--- src/rtl/cfd_pkg.sv ---
// Shared types and constants for the command frame deframer.
`default_nettype none

package cfd_pkg;

  // Frame layout: byte offsets from the frame start and the fixed byte count.
  localparam int unsigned FRAME_OVERHEAD = 9;
  localparam int unsigned CMD_OFS        = 4;
  localparam int unsigned LEN_OFS        = 5;
  localparam int unsigned PAY_OFS        = 6;

  // Sequencer states.
  typedef enum logic [3:0] {
    ST_IDLE,
    ST_SCAN,
    ST_HRD,
    ST_HCK,
    ST_ERD,
    ST_ELD,
    ST_EHOLD,
    ST_DONE
  } state_t;

  // Operations of the shared byte unit.
  typedef enum logic [1:0] {
    OP_MATCH,
    OP_LIMIT,
    OP_ACCUM
  } unit_op_t;

  // Request into the shared byte unit.
  typedef struct packed {
    unit_op_t    op;
    logic [7:0]  data;
    logic [7:0]  operand;
    logic [7:0]  acc;
  } unit_req_t;

  // Response from the shared byte unit.
  typedef struct packed {
    logic        hit;
    logic [7:0]  sum;
  } unit_rsp_t;

  // Configuration register indexes.
  typedef enum logic [1:0] {
    REG_HEAD,
    REG_SENDER,
    REG_RECEIVER,
    REG_TAIL
  } reg_idx_t;

endpackage

`default_nettype wire

--- src/rtl/cfd_mem.sv ---
// Byte window memory with one write port and one registered read port.
`default_nettype none

module cfd_mem #(
  parameter int unsigned DEPTH = 256,
  parameter int unsigned AW    = 8
) (
  input  wire logic          clk,
  input  wire logic          wr_en,
  input  wire logic [AW-1:0] wr_addr,
  input  wire logic [7:0]    wr_data,
  input  wire logic [AW-1:0] rd_addr,
  output logic      [7:0]    rd_data_r
);

  logic [7:0] mem [DEPTH];

  // Write port.
  always_ff @(posedge clk) begin
    if (wr_en) begin
      mem[wr_addr] <= wr_data;
    end
  end

  // Read port, registered.
  always_ff @(posedge clk) begin
    rd_data_r <= mem[rd_addr];
  end

endmodule

`default_nettype wire

--- src/rtl/cfd_unit.sv ---
// Shared byte unit: equality match, upper limit compare and running sum.
`default_nettype none

module cfd_unit (
  input  wire cfd_pkg::unit_req_t req,
  output cfd_pkg::unit_rsp_t      rsp
);

  // One operation per cycle, selected by the sequencer.
  always_comb begin
    rsp.hit = 1'b0;
    rsp.sum = req.acc;
    case (req.op)
      cfd_pkg::OP_MATCH: rsp.hit = (req.data == req.operand);
      cfd_pkg::OP_LIMIT: rsp.hit = (req.data <= req.operand);
      cfd_pkg::OP_ACCUM: begin
        rsp.hit = 1'b1;
        rsp.sum = req.acc + req.data;
      end
      default: rsp.hit = 1'b0;
    endcase
  end

endmodule

`default_nettype wire

--- src/rtl/command_frame_deframer_top.sv ---
// Top level of the command frame deframer: sequencer, window pointers and register port.
//
// Channel   Direction  Handshake              Contents
// in_       input      in_valid / in_ready    in_rx_byte
// out_      output     out_valid / out_ready  command, payload byte and length, flags
// APB       config     psel/penable/pwrite    head, sender, receiver, tail registers
//
// Each received byte is stored while idle; each scan start is a SCAN step and each
// window byte examined a memory read (HRD), then a check in the shared unit (HCK).
// A valid frame passes each result item through a payload read (ERD, none for an
// empty payload), a load (ELD), hold over output stalls (EHOLD); DONE ends the scan.
// in_ready is high only while the sequencer is idle; reset (synchronous, active low)
// empties the window and clears the registers, and needs no clearing pass.
`default_nettype none

module command_frame_deframer_top #(
  parameter int unsigned WINDOW_DEPTH = 256,
  parameter int unsigned MAX_LEN      = 56
) (
  input  wire logic        clk,
  input  wire logic        rst_n,
  // Input channel
  input  wire logic        in_valid,
  output logic             in_ready,
  input  wire logic [7:0]  in_rx_byte,
  // Result channel
  output logic             out_valid,
  input  wire logic        out_ready,
  output logic [7:0]       out_command,
  output logic [7:0]       out_payload_byte,
  output logic             out_has_payload,
  output logic [5:0]       out_payload_length,
  output logic             out_last_of_frame,
  // Configuration port
  input  wire logic        psel,
  input  wire logic        penable,
  input  wire logic        pwrite,
  input  wire logic [3:0]  paddr,
  input  wire logic [31:0] pwdata,
  output logic [31:0]      prdata,
  output logic             pready
);

  localparam int unsigned AW = $clog2(WINDOW_DEPTH);
  localparam int unsigned CW = $clog2(WINDOW_DEPTH + 1);
  localparam int unsigned PW = AW + 1;
  localparam int unsigned LW = (CW > 9) ? CW : 9;
  localparam logic [PW-1:0] DEPTH_P   = PW'(WINDOW_DEPTH);
  localparam logic [CW-1:0] DEPTH_C   = CW'(WINDOW_DEPTH);
  localparam logic [7:0]    MAX_LEN_B = 8'(MAX_LEN);

  // Circular address: base plus offset, offset never above the depth.
  function automatic logic [AW-1:0] wrap_add(input logic [AW-1:0] base,
                                             input logic [PW-1:0] ofs);
    logic [PW-1:0] s;
    s = PW'(base) + ofs;
    if (s >= DEPTH_P) begin
      s = s - DEPTH_P;
    end
    return s[AW-1:0];
  endfunction

  cfd_pkg::state_t state_r, state_nxt;

  logic [15:0]   head_r, tail_r;
  logic [7:0]    sender_r, receiver_r;
  logic [AW-1:0] base_r, base_nxt;
  logic [CW-1:0] count_r, count_nxt;
  logic [LW-1:0] off_r, off_nxt;
  logic [7:0]    len_r, len_nxt;
  logic [7:0]    cmd_r, cmd_nxt;
  logic [7:0]    sum_r, sum_nxt;
  logic [7:0]    k_r, k_nxt;
  logic          out_valid_r, out_valid_nxt;
  logic [7:0]    out_cmd_r, out_byte_r;
  logic          out_has_r, out_last_r;
  logic [5:0]    out_len_r;

  logic                mem_wr_en;
  logic [AW-1:0]       mem_wr_addr;
  logic [AW-1:0]       mem_rd_addr;
  logic [LW-1:0]       rd_ofs;
  logic [7:0]          mem_rdata;
  cfd_pkg::unit_req_t  ureq;
  cfd_pkg::unit_rsp_t  ursp;

  logic [LW-1:0] end6;
  logic [LW-1:0] need_hdr;
  logic [LW-1:0] need_frm;
  logic          is_cmd, is_len, is_pay, is_sum, is_t0, is_t1;
  logic          short_frame;
  logic          in_acc, out_acc, cfg_wr;
  logic          item_last;

  assign in_acc  = in_valid && in_ready;
  assign out_acc = out_valid_r && out_ready;
  assign cfg_wr  = psel && penable && pwrite && pready;

  // Configuration registers.
  always_ff @(posedge clk) begin
    if (!rst_n) begin
      head_r     <= '0;
      sender_r   <= '0;
      receiver_r <= '0;
      tail_r     <= '0;
    end else if (cfg_wr) begin
      unique case (cfd_pkg::reg_idx_t'(paddr[3:2]))
        cfd_pkg::REG_HEAD:     head_r     <= pwdata[15:0];
        cfd_pkg::REG_SENDER:   sender_r   <= pwdata[7:0];
        cfd_pkg::REG_RECEIVER: receiver_r <= pwdata[7:0];
        cfd_pkg::REG_TAIL:     tail_r     <= pwdata[15:0];
        default:               head_r     <= head_r;
      endcase
    end
  end

  // Register read-back.
  always_comb begin
    prdata = '0;
    unique case (cfd_pkg::reg_idx_t'(paddr[3:2]))
      cfd_pkg::REG_HEAD:     prdata = {16'h0, head_r};
      cfd_pkg::REG_SENDER:   prdata = {24'h0, sender_r};
      cfd_pkg::REG_RECEIVER: prdata = {24'h0, receiver_r};
      cfd_pkg::REG_TAIL:     prdata = {16'h0, tail_r};
      default:               prdata = '0;
    endcase
  end

  assign pready = 1'b1;

  // Window memory and its addressing.
  assign mem_wr_en   = in_acc;
  assign mem_wr_addr = wrap_add(base_r, PW'(count_r));
  assign rd_ofs      = (state_r == cfd_pkg::ST_ERD) ? (LW'(k_r) + LW'(cfd_pkg::PAY_OFS))
                                                     : off_r;
  assign mem_rd_addr = wrap_add(base_r, PW'(rd_ofs));

  cfd_mem #(
    .DEPTH (WINDOW_DEPTH),
    .AW    (AW)
  ) u_mem (
    .clk       (clk),
    .wr_en     (mem_wr_en),
    .wr_addr   (mem_wr_addr),
    .wr_data   (in_rx_byte),
    .rd_addr   (mem_rd_addr),
    .rd_data_r (mem_rdata)
  );

  // Position of the byte under check within the candidate frame.
  always_comb begin
    end6        = LW'(len_r) + LW'(cfd_pkg::PAY_OFS);
    need_hdr    = LW'(mem_rdata) + LW'(cfd_pkg::FRAME_OVERHEAD);
    need_frm    = LW'(len_r) + LW'(cfd_pkg::FRAME_OVERHEAD);
    is_cmd      = (off_r == LW'(cfd_pkg::CMD_OFS));
    is_len      = (off_r == LW'(cfd_pkg::LEN_OFS));
    is_pay      = (off_r >= LW'(cfd_pkg::PAY_OFS)) && (off_r < end6);
    is_sum      = (off_r == end6);
    is_t0       = (off_r == end6 + LW'(1));
    is_t1       = (off_r == end6 + LW'(2));
    short_frame = (LW'(count_r) < need_hdr);
    item_last   = (len_r == 8'd0) || ({1'b0, k_r} + 9'd1 == {1'b0, len_r});
  end

  // Request to the shared byte unit for the current frame position.
  always_comb begin
    ureq.op      = cfd_pkg::OP_MATCH;
    ureq.data    = mem_rdata;
    ureq.operand = 8'h00;
    ureq.acc     = sum_r;
    if (off_r == LW'(0)) begin
      ureq.operand = head_r[7:0];
    end else if (off_r == LW'(1)) begin
      ureq.operand = head_r[15:8];
    end else if (off_r == LW'(2)) begin
      ureq.operand = sender_r;
    end else if (off_r == LW'(3)) begin
      ureq.operand = receiver_r;
    end else if (is_cmd) begin
      ureq.op = cfd_pkg::OP_ACCUM;
    end else if (is_len) begin
      ureq.op      = cfd_pkg::OP_LIMIT;
      ureq.operand = MAX_LEN_B;
    end else if (is_pay) begin
      ureq.op = cfd_pkg::OP_ACCUM;
    end else if (is_sum) begin
      ureq.operand = sum_r;
    end else if (is_t0) begin
      ureq.operand = tail_r[7:0];
    end else begin
      ureq.operand = tail_r[15:8];
    end
  end

  cfd_unit u_unit (
    .req (ureq),
    .rsp (ursp)
  );

  // Sequencer next state.
  always_comb begin
    state_nxt = state_r;
    unique case (state_r)
      cfd_pkg::ST_IDLE: begin
        if (in_valid) begin
          state_nxt = cfd_pkg::ST_SCAN;
        end
      end
      cfd_pkg::ST_SCAN: begin
        if (count_r < CW'(cfd_pkg::FRAME_OVERHEAD)) begin
          state_nxt = cfd_pkg::ST_DONE;
        end else begin
          state_nxt = cfd_pkg::ST_HRD;
        end
      end
      cfd_pkg::ST_HRD: state_nxt = cfd_pkg::ST_HCK;
      cfd_pkg::ST_HCK: begin
        if (!ursp.hit) begin
          state_nxt = cfd_pkg::ST_SCAN;
        end else if (is_len && short_frame) begin
          state_nxt = cfd_pkg::ST_DONE;
        end else if (is_t1) begin
          state_nxt = (len_r == 8'd0) ? cfd_pkg::ST_ELD : cfd_pkg::ST_ERD;
        end else begin
          state_nxt = cfd_pkg::ST_HRD;
        end
      end
      cfd_pkg::ST_ERD: state_nxt = cfd_pkg::ST_ELD;
      cfd_pkg::ST_ELD: state_nxt = cfd_pkg::ST_EHOLD;
      cfd_pkg::ST_EHOLD: begin
        if (out_ready) begin
          state_nxt = out_last_r ? cfd_pkg::ST_DONE : cfd_pkg::ST_ERD;
        end
      end
      cfd_pkg::ST_DONE: state_nxt = cfd_pkg::ST_IDLE;
      default: state_nxt = cfd_pkg::ST_IDLE;
    endcase
  end

  // Sequencer datapath updates.
  always_comb begin
    base_nxt      = base_r;
    count_nxt     = count_r;
    off_nxt       = off_r;
    len_nxt       = len_r;
    cmd_nxt       = cmd_r;
    sum_nxt       = sum_r;
    k_nxt         = k_r;
    out_valid_nxt = out_valid_r;
    unique case (state_r)
      cfd_pkg::ST_IDLE: begin
        if (in_acc) begin
          count_nxt = count_r + CW'(1);
        end
      end
      cfd_pkg::ST_SCAN: begin
        off_nxt = '0;
        sum_nxt = '0;
      end
      cfd_pkg::ST_HCK: begin
        if (!ursp.hit) begin
          // Candidate failed: drop the oldest byte.
          base_nxt  = wrap_add(base_r, PW'(1));
          count_nxt = count_r - CW'(1);
        end else begin
          if (is_cmd) begin
            cmd_nxt = mem_rdata;
          end
          if (is_len) begin
            len_nxt = mem_rdata;
          end
          if (is_pay) begin
            sum_nxt = ursp.sum;
          end
          off_nxt = off_r + LW'(1);
          k_nxt   = '0;
        end
      end
      cfd_pkg::ST_ELD: begin
        out_valid_nxt = 1'b1;
      end
      cfd_pkg::ST_EHOLD: begin
        if (out_acc) begin
          out_valid_nxt = 1'b0;
          if (out_last_r) begin
            // Frame delivered: remove it from the window.
            base_nxt  = wrap_add(base_r, PW'(need_frm));
            count_nxt = count_r - CW'(need_frm);
          end else begin
            k_nxt = k_r + 8'd1;
          end
        end
      end
      cfd_pkg::ST_DONE: begin
        // A full window without a frame is discarded.
        if (count_r == DEPTH_C) begin
          count_nxt = '0;
          base_nxt  = '0;
        end
      end
      default: begin
        off_nxt = off_r;
      end
    endcase
  end

  // Control registers.
  always_ff @(posedge clk) begin
    if (!rst_n) begin
      state_r     <= cfd_pkg::ST_IDLE;
      base_r      <= '0;
      count_r     <= '0;
      out_valid_r <= 1'b0;
    end else begin
      state_r     <= state_nxt;
      base_r      <= base_nxt;
      count_r     <= count_nxt;
      out_valid_r <= out_valid_nxt;
    end
  end

  // Working registers of the scan.
  always_ff @(posedge clk) begin
    off_r <= off_nxt;
    len_r <= len_nxt;
    cmd_r <= cmd_nxt;
    sum_r <= sum_nxt;
    k_r   <= k_nxt;
  end

  // Output register, loaded once per result transaction.
  always_ff @(posedge clk) begin
    if (state_r == cfd_pkg::ST_ELD) begin
      out_cmd_r  <= cmd_r;
      out_byte_r <= (len_r == 8'd0) ? 8'h00 : mem_rdata;
      out_has_r  <= (len_r != 8'd0);
      out_len_r  <= len_r[5:0];
      out_last_r <= item_last;
    end
  end

  assign in_ready           = (state_r == cfd_pkg::ST_IDLE);
  assign out_valid          = out_valid_r;
  assign out_command        = out_cmd_r;
  assign out_payload_byte   = out_byte_r;
  assign out_has_payload    = out_has_r;
  assign out_payload_length = out_len_r;
  assign out_last_of_frame  = out_last_r;

  // The window never holds more bytes than it has room for.
  a_count_bound: assert property (@(posedge clk) disable iff (!rst_n)
    count_r <= DEPTH_C)
    else $error("window fill count above depth");

  // No byte is taken while a result transaction is pending.
  a_no_input_during_output: assert property (@(posedge clk) disable iff (!rst_n)
    out_valid |-> !in_ready)
    else $error("input ready while result pending");

  // Every accepted byte starts a scan before the next one is taken.
  a_scan_after_byte: assert property (@(posedge clk) disable iff (!rst_n)
    in_acc |=> (state_r == cfd_pkg::ST_SCAN))
    else $error("no scan after accepted byte");

  // The last result of a frame ends the scan.
  a_last_ends_frame: assert property (@(posedge clk) disable iff (!rst_n)
    out_acc && out_last_of_frame |=> !out_valid && (state_r == cfd_pkg::ST_DONE))
    else $error("result after last of frame");

endmodule

`default_nettype wire

--- config.mk ---
export PLATFORM = sky130hd
export DESIGN_NAME = command_frame_deframer_top
export DESIGN_NICKNAME = d
export VERILOG_FILES = /design/src/rtl/cfd_pkg.sv /design/src/rtl/cfd_mem.sv /design/src/rtl/cfd_unit.sv /design/src/rtl/command_frame_deframer_top.sv
export SDC_FILE = /design/constraint.sdc
export NUM_CORES = 2
export LEC_CHECK = 0
export BUFFER_PORTS_ARGS = -buffer_cell sky130_fd_sc_hd__buf_4
export CAP_MARGIN = 40
export CORE_ASPECT_RATIO = 0.8
export CORE_MARGIN = 4
export CORE_UTILIZATION = 52
export CTS_CLUSTER_DIAMETER = 60
export CTS_CLUSTER_SIZE = 14
export DETAILED_ROUTE_END_ITERATION = 6
export GPL_TIMING_DRIVEN = 0
export PLACE_DENSITY = 0.65
export REMOVE_ABC_BUFFERS = 1
export SYNTH_ARGS = -nofsm -noshare
export SYNTH_HDL_FRONTEND = slang
export SYNTH_SLANG_ARGS = --single-unit
--- constraint.sdc ---
create_clock -name clk -period 12.2 [get_ports clk]
set_input_delay 1.22 -clock clk [delete_from_list [all_inputs] [get_ports clk]]
set_output_delay 1.22 -clock clk [all_outputs]
set_load 0.02 [all_outputs]
==> results.md <==
• 138000 um — Post-DP HPWL
• 4 — number of H-tree branching levels
• 7 — drt first pass iters
• 13.2% — Layout area overhead
• 17 — R2R cell count
• 12000 — number of fill cells in the layout
• 44200 — via count of the first global-routing pass
• flop to flop — Crit Path Class
• 2113 x sky130_fd_sc_hd__edfxtp_1, 680 x sky130_fd_sc_hd__mux4_2, 275 x sky130_fd_sc_hd__nor3_1 — most instantiated cells after synthesis
• 6.30 mW — reported net switching power
• 0.338 — combinational share of power
• 3 — Max Buffers Root-to-Sink
• 0.369 — max_slew headroom
• 101000 sq um — Non-Filler Cell Area, Final
• 207 nW/um^2 — total power per unit cell area
• 23.6 ps — final clock skew
• 212000 um — wire length reported by the detailed router
• 810 ps — Clock Latency Late Sink
• 76 — count of unique library cells instantiated by Yosys
• 4858 — net count of the finished layout
• sky130_fd_sc_hd__clkbuf_16 — root buffer selected by CTS
• 70 ps — clock input transition at the sequential cells of the worst setup and hold paths
• 0.551 — share of the cycle needed by the critical path after routing
• sky130_fd_sc_hd__edfxtp_1 — commonest register cell after synthesis
• 0 — number of routed nets with antenna violations
• 74 — Port Buffer Count
• sky130_fd_sc_hd__edfxtp_1 — most numerous cell in the Yosys netlist
• 0.156 mV — worst vdd rail ir drop
• 7400 ps — arrival time worst endpoint
• 14.6 mW — internal power contribution
• 0 — post-CTS setup repair buffer count
• 0.857 — routability congestion estimate
• 0 — Remaining Overflow, GRT
• 0 — cell depth of the worst min-delay path
• 0 — quantity of hold-fixing buffers added after cts
• 44900 — DR vias
• 471 um — horizontal extent of the die
• 2113 — number of enable flip-flop cells after synthesis
• 0.713 — portion of synthesized cell area occupied by the leading cell type
• 2190 — flops & latches, synth
• DRC — violations in the final reports
• flop to flop — kind of path behind the tightest hold check
• 7 — antenna violations before repair
• done — clock tree from TritonCTS
• 6730 ps — post-route minimum period
• 0.730 — register area share after synthesis
• 170000 sq um — core footprint
• 1 — DRC violations left
• 0 — Final Max Slew Viols
• 0.240 — Tot GR Track Use
• 0 — post-cts sizing count
• 5470 ps — FF-to-FF setup slack
• 420 ps — hold slack final
• 938 ps — transition time of the tightest slew-check pin
• 178 — Num CTS Buffers
• 54 — largest driver fanout on the critical path
• 0.256 — clock share of power
• 178000 sq um — DIE AREA
• u_mem.rd_data_r[0] — Critical R2R Capture
• 0 — number of synthesis warnings
• sky130_fd_sc_hd__edfxtp_1 71%, sky130_fd_sc_hd__mux4_2 17%, sky130_fd_sc_hd__dfxtp_1 1.7% — biggest area contributors in the synthesized netlist
• 12870 ps — required time at the worst-slack endpoint
• 135 — Cell Rows
• 0.406 — power share of the sequential group
• 6.37 — Vias per Instance
• 0 — fraction of registers with async set/reset
• 0.302 — switching share of total power
• 30.1 um — WL per Instance
• 149 — pin count of the biggest net entering global routing
• flop — Critical Path Source Type
• 0 — max-cap violations
• 95700 sq um — Cell Area, Placed
• sky130_fd_sc_hd__edfxtp_1 — Yosys top cell by area
• out_command[5] — hold path endpoint
• 89000 sq um — Synth Cell Area
• 20.5 sq um — mean instance size in the synthesized netlist
• 32.2 nW — Leak Pwr
• 378 um — vertical extent of the die
• flop — CP endpoint kind
• 4338 — post-synthesis instance total
• 0.524 — Initial Util
• 312000 um — wire length of the first global-routing pass
• complete, but fails checks — result of the run
• cmd_r[5] — Hold Path Origin
• state_r[2] — worst flop-to-flop path startpoint
• 0 — number of endpoints failing setup at the final stage
• 149 MHz — maximum clock frequency
• no — RSZ-0062 raised after global routing
• 110 — number of ports placed on the die boundary
• 2190 — number of sinks handled by clock tree synthesis
• 0.291 — fraction of layout instances using a drive strength above 1
• 0 — number of hold-slack violations in the final timing report
• 6024 — Initial DRC Count
## sequential cells by signal, summed over array words and instances (netlist names), 9 cells and up
signal     count
count_r        9
u_mem.mem   2048
off_r          9
head_r        16
tail_r        16
## per-layer routing
| layer | global-route usage | up-vias | routed length [um] |
|---|---|---|---|
| met1 | 0.368 | 23800 | 90200 |
| met3 | 0.0528 | 278 | 19900 |
| met5 | 0 | - | 13 |
| met4 | 0.0504 | 2 | 4130 |
| met2 | 0.361 | 2056 | 97900 |
| li1 | - | 18800 | - |
## placed cells by master, fill, tap and decap left out, types with 10 or more instances in the layout
cell type	count
sky130_fd_sc_hd__edfxtp_1	2113
sky130_fd_sc_hd__mux4_2	680
sky130_fd_sc_hd__nor3_1	270
sky130_fd_sc_hd__buf_4	197
sky130_fd_sc_hd__clkbuf_16	179
sky130_fd_sc_hd__nand2_1	163
sky130_fd_sc_hd__buf_2	134
sky130_fd_sc_hd__nor2_1	96
sky130_fd_sc_hd__dfxtp_1	77
sky130_fd_sc_hd__ha_1	73
sky130_fd_sc_hd__buf_16	55
sky130_fd_sc_hd__mux2i_1	53
sky130_fd_sc_hd__a21oi_1	49
sky130_fd_sc_hd__xnor2_1	48
sky130_fd_sc_hd__inv_1	46
sky130_fd_sc_hd__buf_8	40
sky130_fd_sc_hd__buf_6	34
sky130_fd_sc_hd__xor2_1	33
sky130_fd_sc_hd__a21boi_0	33
sky130_fd_sc_hd__clkbuf_1	32
sky130_fd_sc_hd__o21ai_0	29
sky130_fd_sc_hd__nand3_1	28
sky130_fd_sc_hd__nor2b_1	28
sky130_fd_sc_hd__conb_1	17
sky130_fd_sc_hd__nand4_1	16
sky130_fd_sc_hd__and2_1	15
sky130_fd_sc_hd__a21o_1	15
sky130_fd_sc_hd__o21a_1	11
sky130_fd_sc_hd__a31oi_1	10
## critical path, cell delays in order, from the launching register on
cell	delay, ps
sky130_fd_sc_hd__dfxtp_1	500
sky130_fd_sc_hd__inv_1	160
sky130_fd_sc_hd__nor3_1	680
sky130_fd_sc_hd__buf_4	280
sky130_fd_sc_hd__nand2_1	50
sky130_fd_sc_hd__o21ai_0	160
sky130_fd_sc_hd__ha_4	190
sky130_fd_sc_hd__inv_1	50
sky130_fd_sc_hd__fa_4	1130
sky130_fd_sc_hd__buf_12	300
sky130_fd_sc_hd__buf_16	270
sky130_fd_sc_hd__buf_16	280
sky130_fd_sc_hd__buf_16	310
sky130_fd_sc_hd__mux4_2	410
sky130_fd_sc_hd__mux4_2	610
sky130_fd_sc_hd__mux4_2	550
sky130_fd_sc_hd__mux2i_1	370
sky130_fd_sc_hd__mux2i_1	150
## layout make-up
class,count,area [sq um],share of cell area
Clock buffer,214,4630,0.0460
Clock inverter,27,443,0.00439
Sequential cell,2190,65000,0.645
Antenna cell,1,2.50,0.0000248
Tap cell,2260,2830,0.0281
Multi-Input combinational cell,1841,22900,0.227
Inverter,46,173,0.00171
Timing Repair Buffer,471,4840,0.0480
## power groups by stage
stage	Combinational, mW	Clock (mW)	Sequential [mW]
floorplan	6.39	0	8.57
global placement	6.92	0	8.66
detailed placement	7.11	0	8.65
CTS	7.13	5.46	8.48
global route	7.43	5.77	8.49
finish	7.06	5.34	8.49
## how the worst max path moves through the flow
stage	start	endpoint	slack, ps	depth (start not counted)
6_report	state_r[2]	u_mem.rd_data_r[0]	5470	17
5_1_grt	state_r[2]	u_mem.rd_data_r[0]	5210	17
4_1_cts	state_r[2]	u_mem.rd_data_r[0]	5480	17
3_5_place_dp	state_r[2]	u_mem.rd_data_r[0]	5500	17
3_3_place_gp	state_r[2]	u_mem.rd_data_r[6]	-20580	9
2_1_floorplan	state_r[2]	u_mem.rd_data_r[0]	-10350	9
## stage by stage
step	setup WS, ps	cells	util	setup TNS, ps	total power [mW]
floorplan	-10350	4077	-	-82830	15.0
global placement	-20580	6411	0.538	-4598710	15.6
detailed placement	5500	6807	0.564	0	15.8
CTS	5480	7048	0.594	0	21.1
global route	5210	7049	0.594	0	21.7
finish	5470	7050	0.594	0	20.9
## cells by family (layout without fill, tap and decap cells)
family,count (synthesis),count (layout),synth area share
adders and majority gates,79,79,0.0115
buffers and inverters,322,758,0.0155
xor gates and xnor gates,89,89,0.00899
other,2,18,0.0000844
and+or+nand+nor,685,685,0.0373
muxes,735,735,0.178
DFF,2190,2190,0.730
AOI/OAI and AO/OA,236,236,0.0183
Power figures use the tool's default switching activity.
